===== config.mk =====
export PLATFORM = sky130hd
export DESIGN_NAME = grid_strip_index_generator_flat
export DESIGN_NICKNAME = d
export VERILOG_FILES = /design/src/rtl/gsig_pkg.sv /design/src/rtl/gsig_ifs.sv /design/src/rtl/gsig_core.sv /design/src/rtl/grid_strip_index_generator.sv /design/src/flat_wrapper.sv
export SDC_FILE = /design/constraint.sdc
export NUM_CORES = 1
export LEC_CHECK = 0
export ABC_AREA = 0
export BUFFER_PORTS_ARGS = -buffer_cell sky130_fd_sc_hd__buf_2
export CELL_PAD_IN_SITES_DETAIL_PLACEMENT = 2
export CELL_PAD_IN_SITES_GLOBAL_PLACEMENT = 2
export CORE_MARGIN = 2
export CORE_UTILIZATION = 43
export CTS_CLUSTER_SIZE = 30
export DETAILED_ROUTE_END_ITERATION = 10
export PLACE_DENSITY_LB_ADDON = 0.2
export SKIP_CTS_REPAIR_TIMING = 1
export SLEW_MARGIN = 15
export SYNTH_ARGS = -nofsm -noshare
export SYNTH_HDL_FRONTEND = slang
export SYNTH_HIERARCHICAL = 1
export SYNTH_SLANG_ARGS = --single-unit

===== constraint.sdc =====
create_clock -name clock -period 25.2 [get_ports clock]
set_clock_uncertainty 0.1 [all_clocks]
set_input_delay 5.04 -clock clock [delete_from_list [all_inputs] [get_ports clock]]
set_output_delay 5.04 -clock clock [all_outputs]
set_load 0.02 [all_outputs]

===== src/rtl/gsig_pkg.sv =====
// Shared constants, codes and types of the grid strip index generator.
package gsig_pkg;

   localparam int MAX_ROW_LENGTH = 1024;
   localparam int MAX_STRIPS     = 1024;
   localparam int INDEX_BITS     = 16;

   localparam int LEN_W    = 11;
   localparam int COL_W    = $clog2(MAX_ROW_LENGTH);
   localparam int STRIP_W  = $clog2(MAX_STRIPS);
   localparam int BASE_W   = 21;
   localparam int SUM_W    = BASE_W + 1;
   localparam int CSR_IDX_W = 2;

   localparam logic [LEN_W-1:0] LEN_MIN = LEN_W'(2);
   localparam logic [LEN_W-1:0] LEN_MAX = LEN_W'(MAX_ROW_LENGTH);
   localparam logic [LEN_W-1:0] CNT_MIN = LEN_W'(1);
   localparam logic [LEN_W-1:0] CNT_MAX = LEN_W'(MAX_STRIPS);

   typedef enum logic [CSR_IDX_W-1:0] {
      CSR_ROW_LENGTH  = 2'd0,
      CSR_STRIP_COUNT = 2'd1,
      CSR_WRAP_ROWS   = 2'd2
   } csr_index_type;

   typedef enum logic [2:0] {
      PH_BODY    = 3'b001,
      PH_STITCH1 = 3'b010,
      PH_STITCH2 = 3'b100
   } phase_type;

   typedef struct packed {
      logic [LEN_W-1:0] row_length;
      logic [LEN_W-1:0] strip_count;
      logic             wrap_rows;
   } cfg_type;

   typedef struct packed {
      logic [INDEX_BITS-1:0] vertex_index;
      logic                  is_degenerate;
      logic                  last_of_mesh;
      logic                  idle;
      logic                  range_error;
   } result_type;

   typedef struct packed {
      logic busy;
      logic stitching;
   } status_type;

endpackage


===== src/rtl/gsig_ifs.sv =====
// Handshake channel interfaces: request, response and register write.
interface gsig_req_if;
   logic valid;
   logic ready;
   logic restart;
   modport source (output valid, output restart, input ready);
   modport sink   (input valid, input restart, output ready);
endinterface

interface gsig_rsp_if;
   import gsig_pkg::*;
   logic                  valid;
   logic                  ready;
   logic [INDEX_BITS-1:0] vertex_index;
   logic                  is_degenerate;
   logic                  last_of_mesh;
   logic                  idle;
   logic                  range_error;
   modport source (output valid, output vertex_index, output is_degenerate,
                   output last_of_mesh, output idle, output range_error, input ready);
   modport sink   (input valid, input vertex_index, input is_degenerate,
                   input last_of_mesh, input idle, input range_error, output ready);
endinterface

interface gsig_csr_if;
   import gsig_pkg::*;
   logic                 valid;
   logic                 ready;
   logic [CSR_IDX_W-1:0] index;
   logic [LEN_W-1:0]     data;
   modport source (output valid, output index, output data, input ready);
   modport sink   (input valid, input index, input data, output ready);
endinterface


===== src/rtl/gsig_core.sv =====
// Strip walker: mesh state registers and the combinational index step.
module gsig_core (
   input  logic                 clock,
   input  logic                 reset,
   input  logic                 accept,
   input  logic                 restart,
   input  gsig_pkg::cfg_type    cfg,
   output gsig_pkg::result_type result,
   output gsig_pkg::status_type status
);
   import gsig_pkg::*;

   logic [STRIP_W-1:0] strip_ff, strip_in;
   logic [COL_W-1:0]   col_ff, col_in;
   logic               upper_turn_ff, upper_turn_in;
   phase_type          phase_ff, phase_in;
   logic               busy_ff, busy_in;
   logic [BASE_W-1:0]  lower_base_ff, lower_base_in;
   logic [BASE_W-1:0]  upper_base_ff, upper_base_in;

   logic [LEN_W-1:0]   len_eff, cnt_eff;
   logic [STRIP_W-1:0] s_cur, load_s;
   logic [COL_W-1:0]   c_cur;
   logic               ut_cur, b_cur, load, col_end, strip_end;
   phase_type          ph_cur;
   logic [BASE_W-1:0]  lo_cur;
   logic [LEN_W-1:0]   up_row;
   logic [BASE_W-1:0]  prod_lo, prod_up;
   logic [SUM_W-1:0]   idx;
   logic               err;

   always_comb begin
      if (cfg.row_length < LEN_MIN) begin
         len_eff = LEN_MIN;
      end else if (cfg.row_length > LEN_MAX) begin
         len_eff = LEN_MAX;
      end else begin
         len_eff = cfg.row_length;
      end
      if (cfg.strip_count < CNT_MIN) begin
         cnt_eff = CNT_MIN;
      end else if (cfg.strip_count > CNT_MAX) begin
         cnt_eff = CNT_MAX;
      end else begin
         cnt_eff = cfg.strip_count;
      end
   end

   // a restart word sees a freshly started mesh
   assign s_cur  = restart ? '0 : strip_ff;
   assign c_cur  = restart ? '0 : col_ff;
   assign ut_cur = restart ? 1'b0 : upper_turn_ff;
   assign ph_cur = restart ? PH_BODY : phase_ff;
   assign b_cur  = restart | busy_ff;
   assign lo_cur = restart ? '0 : lower_base_ff;

   assign col_end   = LEN_W'(c_cur) >= (len_eff - LEN_W'(1));
   assign strip_end = LEN_W'(s_cur) >= (cnt_eff - LEN_W'(1));

   // row bases of the strip being entered
   assign load_s = restart ? '0 : STRIP_W'(strip_ff + STRIP_W'(1));
   always_comb begin
      up_row = LEN_W'(load_s) + LEN_W'(1);
      if (cfg.wrap_rows && (up_row >= cnt_eff)) begin
         up_row = '0;
      end
   end
   assign prod_lo = BASE_W'(load_s) * BASE_W'(len_eff);
   assign prod_up = BASE_W'(up_row) * BASE_W'(len_eff);

   always_comb begin
      strip_in      = s_cur;
      col_in        = c_cur;
      upper_turn_in = ut_cur;
      phase_in      = ph_cur;
      busy_in       = b_cur;
      load          = restart;
      idx           = '0;
      err           = 1'b0;
      result        = '0;
      if (!b_cur) begin
         result.idle = 1'b1;
      end else begin
         unique case (ph_cur)
            PH_STITCH1: begin
               idx                  = SUM_W'(upper_base_ff) + SUM_W'(len_eff) - SUM_W'(1);
               result.is_degenerate = 1'b1;
               phase_in             = PH_STITCH2;
            end
            PH_STITCH2: begin
               idx                  = SUM_W'(upper_base_ff);
               result.is_degenerate = 1'b1;
               phase_in             = PH_BODY;
               strip_in             = load_s;
               col_in               = '0;
               upper_turn_in        = 1'b0;
               load                 = 1'b1;
            end
            PH_BODY: begin
               if (ut_cur) begin
                  idx           = SUM_W'(upper_base_ff) + SUM_W'(c_cur);
                  upper_turn_in = 1'b0;
                  if (col_end) begin
                     if (strip_end) begin
                        result.last_of_mesh = 1'b1;
                        busy_in             = 1'b0;
                     end else begin
                        phase_in = PH_STITCH1;
                     end
                     col_in = '0;
                  end else begin
                     col_in = COL_W'(c_cur + COL_W'(1));
                  end
               end else begin
                  idx           = SUM_W'(lo_cur) + SUM_W'(c_cur);
                  upper_turn_in = 1'b1;
               end
            end
            default: begin
               phase_in = PH_BODY;
            end
         endcase
         // saturate above the index capacity
         err                 = (idx >> INDEX_BITS) != '0;
         result.range_error  = err;
         result.vertex_index = err ? '1 : idx[INDEX_BITS-1:0];
      end
      lower_base_in = load ? prod_lo : lo_cur;
      upper_base_in = load ? prod_up : upper_base_ff;
   end

   always_ff @(posedge clock) begin
      if (reset) begin
         strip_ff      <= '0;
         col_ff        <= '0;
         upper_turn_ff <= 1'b0;
         phase_ff      <= PH_BODY;
         busy_ff       <= 1'b0;
         lower_base_ff <= '0;
         upper_base_ff <= '0;
      end else if (accept) begin
         strip_ff      <= strip_in;
         col_ff        <= col_in;
         upper_turn_ff <= upper_turn_in;
         phase_ff      <= phase_in;
         busy_ff       <= busy_in;
         lower_base_ff <= lower_base_in;
         upper_base_ff <= upper_base_in;
      end
   end

   assign status.busy      = busy_ff;
   assign status.stitching = (phase_ff != PH_BODY);

endmodule


===== src/rtl/grid_strip_index_generator.sv =====
// Top level: register file, strip walker and two-entry response buffer.
// A taken request's response is registered in the response register, or in the skid entry
// while that register is held. Requests are taken one word per cycle while the skid entry is
// empty. The whole index step is combinational between the mesh state and response registers.
// A two-entry response buffer keeps requests flowing while one response waits.
// Reset (synchronous, active high) returns registers to their defaults and the walker to idle.
module grid_strip_index_generator (
   input logic       clock,
   input logic       reset,
   gsig_req_if.sink  req_chan,
   gsig_rsp_if.source rsp_chan,
   gsig_csr_if.sink  csr_chan
);
   import gsig_pkg::*;

   cfg_type    cfg_ff, cfg_in;
   result_type out_ff, skid_ff, core_result;
   logic       out_valid_ff, skid_valid_ff;
   status_type core_status;
   logic       accept, pop;

   // register writes
   assign csr_chan.ready = 1'b1;
   always_comb begin
      cfg_in = cfg_ff;
      if (csr_chan.valid) begin
         unique case (csr_chan.index)
            CSR_ROW_LENGTH:  cfg_in.row_length  = csr_chan.data;
            CSR_STRIP_COUNT: cfg_in.strip_count = csr_chan.data;
            CSR_WRAP_ROWS:   cfg_in.wrap_rows   = csr_chan.data[0];
            default: begin
               cfg_in = cfg_ff;
            end
         endcase
      end
   end

   always_ff @(posedge clock) begin
      if (reset) begin
         cfg_ff.row_length  <= LEN_MIN;
         cfg_ff.strip_count <= CNT_MIN;
         cfg_ff.wrap_rows   <= 1'b0;
      end else begin
         cfg_ff <= cfg_in;
      end
   end

   assign req_chan.ready = !skid_valid_ff;
   assign accept = req_chan.valid && req_chan.ready;
   assign pop    = out_valid_ff && rsp_chan.ready;

   gsig_core u_core (
      .clock   (clock),
      .reset   (reset),
      .accept  (accept),
      .restart (req_chan.restart),
      .cfg     (cfg_ff),
      .result  (core_result),
      .status  (core_status)
   );

   // response register with skid entry behind it
   always_ff @(posedge clock) begin
      if (reset) begin
         out_valid_ff  <= 1'b0;
         skid_valid_ff <= 1'b0;
      end else if (skid_valid_ff) begin
         if (pop) begin
            skid_valid_ff <= 1'b0;
         end
      end else if (accept) begin
         if (!out_valid_ff || pop) begin
            out_valid_ff <= 1'b1;
         end else begin
            skid_valid_ff <= 1'b1;
         end
      end else if (pop) begin
         out_valid_ff <= 1'b0;
      end
   end

   always_ff @(posedge clock) begin
      if (skid_valid_ff) begin
         if (pop) begin
            out_ff <= skid_ff;
         end
      end else if (accept) begin
         if (!out_valid_ff || pop) begin
            out_ff <= core_result;
         end else begin
            skid_ff <= core_result;
         end
      end
   end

   assign rsp_chan.valid         = out_valid_ff;
   assign rsp_chan.vertex_index  = out_ff.vertex_index;
   assign rsp_chan.is_degenerate = out_ff.is_degenerate;
   assign rsp_chan.last_of_mesh  = out_ff.last_of_mesh;
   assign rsp_chan.idle          = out_ff.idle;
   assign rsp_chan.range_error   = out_ff.range_error;

`ifndef SYNTHESIS
   a_skid_behind_out: assert property (@(posedge clock) disable iff (reset)
      skid_valid_ff |-> out_valid_ff)
      else $error("skid entry held with empty response register");

   a_last_ends_mesh: assert property (@(posedge clock) disable iff (reset)
      (accept && core_result.last_of_mesh) |=> !core_status.busy)
      else $error("mesh still busy after its last word");

   a_idle_clean: assert property (@(posedge clock) disable iff (reset)
      (out_valid_ff && out_ff.idle) |-> (out_ff.vertex_index == '0 &&
         !out_ff.is_degenerate && !out_ff.last_of_mesh && !out_ff.range_error))
      else $error("idle response carries an index or flag");

   a_stitch_not_last: assert property (@(posedge clock) disable iff (reset)
      (accept && core_status.stitching && !req_chan.restart) |-> !core_result.last_of_mesh)
      else $error("mesh ended during stitching");
`endif

endmodule


===== src/flat_wrapper.sv =====
// flat-port wrapper written by rule: the top's interface ports become plain ports
module grid_strip_index_generator_flat import gsig_pkg::*;
  (clock, reset, req_chan_valid, req_chan_restart, req_chan_ready, rsp_chan_valid, rsp_chan_vertex_index, rsp_chan_is_degenerate, rsp_chan_last_of_mesh, rsp_chan_idle, rsp_chan_range_error, rsp_chan_ready, csr_chan_valid, csr_chan_index, csr_chan_data, csr_chan_ready);
  gsig_req_if req_chan_i ();
  gsig_rsp_if rsp_chan_i ();
  gsig_csr_if csr_chan_i ();
  input logic clock;
  input logic reset;
  input wire logic [$bits(req_chan_i.valid)-1:0] req_chan_valid;
  input wire logic [$bits(req_chan_i.restart)-1:0] req_chan_restart;
  output wire logic [$bits(req_chan_i.ready)-1:0] req_chan_ready;
  output wire logic [$bits(rsp_chan_i.valid)-1:0] rsp_chan_valid;
  output wire logic [$bits(rsp_chan_i.vertex_index)-1:0] rsp_chan_vertex_index;
  output wire logic [$bits(rsp_chan_i.is_degenerate)-1:0] rsp_chan_is_degenerate;
  output wire logic [$bits(rsp_chan_i.last_of_mesh)-1:0] rsp_chan_last_of_mesh;
  output wire logic [$bits(rsp_chan_i.idle)-1:0] rsp_chan_idle;
  output wire logic [$bits(rsp_chan_i.range_error)-1:0] rsp_chan_range_error;
  input wire logic [$bits(rsp_chan_i.ready)-1:0] rsp_chan_ready;
  input wire logic [$bits(csr_chan_i.valid)-1:0] csr_chan_valid;
  input wire logic [$bits(csr_chan_i.index)-1:0] csr_chan_index;
  input wire logic [$bits(csr_chan_i.data)-1:0] csr_chan_data;
  output wire logic [$bits(csr_chan_i.ready)-1:0] csr_chan_ready;
  assign req_chan_i.valid = req_chan_valid;
  assign req_chan_i.restart = req_chan_restart;
  assign req_chan_ready = req_chan_i.ready;
  assign rsp_chan_valid = rsp_chan_i.valid;
  assign rsp_chan_vertex_index = rsp_chan_i.vertex_index;
  assign rsp_chan_is_degenerate = rsp_chan_i.is_degenerate;
  assign rsp_chan_last_of_mesh = rsp_chan_i.last_of_mesh;
  assign rsp_chan_idle = rsp_chan_i.idle;
  assign rsp_chan_range_error = rsp_chan_i.range_error;
  assign rsp_chan_i.ready = rsp_chan_ready;
  assign csr_chan_i.valid = csr_chan_valid;
  assign csr_chan_i.index = csr_chan_index;
  assign csr_chan_i.data = csr_chan_data;
  assign csr_chan_ready = csr_chan_i.ready;
  grid_strip_index_generator u_core (.clock(clock), .reset(reset), .req_chan(req_chan_i), .rsp_chan(rsp_chan_i), .csr_chan(csr_chan_i));
endmodule

==> results by stage <==
Power:
- VDD sags by at most 0.04955 mV.
- Power spread over the standard cell area amounts to 33.84 mW/mm^2.
- The analysis attributes to cell leakage a power of 8.417 nW.

Critical path:
- The type of destination of the critical path is a register.
- The critical setup path kind is in -> reg.
- The cell seen most often among critical-path stages is sky130_fd_sc_hd__fa_1.
- The worst setup path is launched from an input port.
- In this run the critical register-to-register path is captured at u_core/u_core/upper_base_ff[20].
- The critical path starts at req_chan_restart.
- STA puts the critical path data required time at approximately 25 ns.
- The worst reg-to-reg path cell count is 31.
- The worst register-to-register path begins at u_core/u_core/strip_ff[0].
- For the worst setup path, the data arrival time is 14.33 ns.
- Following the worst setup path forward leads to its endpoint at u_core/u_core/upper_base_ff[20].
- On the worst path, the slowest cell contributes a delay of between 0.6 and 0.7 ns.
- The register-to-register setup slack is 14.94 ns.
- The critical-path cell with the highest stage delay is sky130_fd_sc_hd__buf_4.
- Along the worst path, the maximum fanout reaches 72.

Die:
- Measured along the x axis, the die boundary spans 202.5 um.
- The number of rows in the core area is 72.
- Once the floorplan was initialized, standard cells occupied 43.75% of the core.
- In this run the standard cell core region covers 0.03874 mm^2.
- The die covers 0.04102 mm^2.
- 42 I/O pins were placed.
- The height of the die is 202.5 um.

Placed design:
- The final estimated routing congestion in global placement is 0.9502.
- During placement, the flow inserted port buffers numbering 40.
- The pre-CTS setup slack is ~11 ns.
- The HPWL after detailed placement is 50140 um.

Routing:
- For this block, the initial DRC count from the detailed router was 847.
- The total detailed-routing wirelength is 64370 um.
- The number of search-and-repair iterations in the first detailed-routing pass is 8.
- The antenna violation net count after detailed routing is 0.
- The routed via count is 15310.
- In the final routed layout, each cell accounts on average for 24.84 um.
- Using the TritonRoute via totals, the vias-per-cell ratio works out to 5.905.
- In the routed design, unresolved DRC markers number 0.

Timing:
- Headroom to the max-slew limit came out at approximately 27%.
- The number of pins exceeding their max-slew limit in the final report is 0.
- Setup violations remaining at the end of the flow were counted as 0.
- In the finished design, the share of the clock period the worst path needs comes to 55.85%.
- The final worst slack is 11.13 ns.
- The achievable frequency is 71.05 MHz.
- The shortest period the worst path allows is 14.07 ns.
- Setup repair after global routing left no endpoint under its margin.
- The number of hold violations in the final report came to 0.
- Final hold analysis gives a worst-case slack of 0.3606 ns.
- Summed over all failing endpoints, the final setup total negative slack is 0 ns.
- The measured slew at the worst slew-check pin is ~1.1 ns.

Cells and area:
- The final-stage net count is 2421.
- The post-route netlist has under 10% of its cells at a drive strength greater than 1.
- The number of antenna diodes in the final layout is 0.
- The signed area change from the synthesized netlist to the final layout is 7.183%.

Min path:
- In this run the most critical hold path is launched from u_core/u_core/lower_base_ff[13].
- The path class of the lowest-slack min-delay path is reg -> reg.

Synthesis:
- The Yosys step of the flow raised 6 warnings.
- In this run the cell area of the synthesized design comes to 0.01695 mm^2.
- The net count after synthesis is 2429.
- Counting every instance in the synthesized netlist gives 2069.
- After synthesis, the mean cell area works out to 8.191 um^2.

Run:
- The max-capacitance violation count is 0.

Clock tree:
- The H-tree was split into 4 levels.
- CTS saw 132 sinks.
- TritonCTS built the clock tree.
- The buffer cell driving the clock tree root is sky130_fd_sc_hd__clkbuf_16.
- The maximum clock insertion buffer count is 2.
- The clock-pin slew on the worst setup and hold paths is 0.07 ns.
- The number of buffers created by CTS is 17.
- The insertion delay of the later-clocked pin in the worst-skew pair is 0.46 ns.

GRT:
- Entering global routing, the biggest net connects 73 pins.
- For this run, the total global-route usage over all layers was measured as a little under a third.
- The global-route wire length before repair is 100800 um.
- The number of antenna violations at the first check in global routing is 0.
- The leftover overflow at the end of global routing is 0.
- The number of global-route vias before repair is 17560.

Run status:
- The flow ran to the end, and the final reports show no timing, DRC or antenna violations.
-- state kept, by name, indices dropped and copies added, names as in the netlist, 3 cells and up --
register,flops
u_core/u_core/col_ff,10
u_core/u_core/strip_ff,10
u_core/u_core/phase_ff,3
u_core/cfg_ff,23
u_core/u_core/upper_base_ff,21
u_core/rsp_chan.vertex_index,16
u_core/skid_ff,20
u_core/u_core/lower_base_ff,21
-- worst min path at each step --
stage | endpoint | slack [ns] | cells after the start
after floorplan | u_core/u_core/lower_base_ff[13] | 0.33 | 2
after CTS | u_core/u_core/lower_base_ff[13] | 0.36 | 2
after detailed placement | u_core/u_core/lower_base_ff[13] | 0.35 | 2
after global routing | u_core/u_core/lower_base_ff[13] | 0.38 | 2
final | u_core/u_core/lower_base_ff[13] | 0.36 | 2
after global placement | u_core/u_core/lower_base_ff[8] | 0.34 | 2
-- power by group --
| part | total, W | switching, W | internal [W] |
|---|---|---|---|
| clock | 0.000256 | 0.000109 | 0.000147 |
| sequential | 0.000232 | 0.00000550 | 0.000226 |
| combinational | 0.000127 | 0.0000836 | 0.0000432 |
-- per-layer routing --
layer  share of wire [%]  vias to the layer above  track usage (%)
met5                   0                        -                0
met4                 4.7                        0            15.04
met3                 3.8                      173            4.318
met2                  50                      428            58.05
met1                  41                     7817            36.91
li1                    -                     6889                -
-- cells in the final DEF (no fill, tap or decap), types with 29 or more instances in the layout --
cell type and instances:
sky130_fd_sc_hd__a21oi_1 125, sky130_fd_sc_hd__edfxtp_1 40, sky130_fd_sc_hd__mux2_2 29, sky130_fd_sc_hd__xnor2_1 55, sky130_fd_sc_hd__nand2_1 283, sky130_fd_sc_hd__inv_1 261
sky130_fd_sc_hd__nor2_1 221, sky130_fd_sc_hd__nand3_1 42, sky130_fd_sc_hd__nor3_1 32, sky130_fd_sc_hd__nor2b_1 41, sky130_fd_sc_hd__o21ai_0 61, sky130_fd_sc_hd__ha_1 190
sky130_fd_sc_hd__dfxtp_1 92, sky130_fd_sc_hd__fa_1 151, sky130_fd_sc_hd__buf_2 39
-- stage by stage --
| stage | instances | cell area, um^2 | power, W | utilization, % |
|---|---|---|---|---|
| after global routing | 2592 | 18160 | 0.0006374 | 46.89 |
| after detailed placement | 2560 | 17580 | 0.0003599 | 45.38 |
| after global placement | 2560 | 17580 | 0.0003539 | 45.37 |
| after floorplan | 2069 | 16950 | 0.0003198 | - |
| final | 2592 | 18160 | 0.0006147 | 46.89 |
| after CTS | 2592 | 18160 | 0.0006191 | 46.87 |
-- worst max-delay path: cells and delay by family --
kind / cells / cell delay (ns)
and+or+nand+nor: 5 / 1.55
buffers and inverters: 6 / 1.23
AOI/OAI and AO/OA: 10 / 2.59
xor gates and xnor gates: 2 / 0.31
adders and majority gates: 8 / 3.56
-- cell type report --
type                            count  area, um^2
Fill cell                        4365       20570
Clock inverter                     13       146.4
Clock buffer                       19       432.9
Multi-Input combinational cell   1579       12510
Tap cell                          518       648.1
Timing Repair Buffer               64       382.9
Inverter                          267        1002
Sequential cell                   132        3043
(Power assumes the default switching activity.)
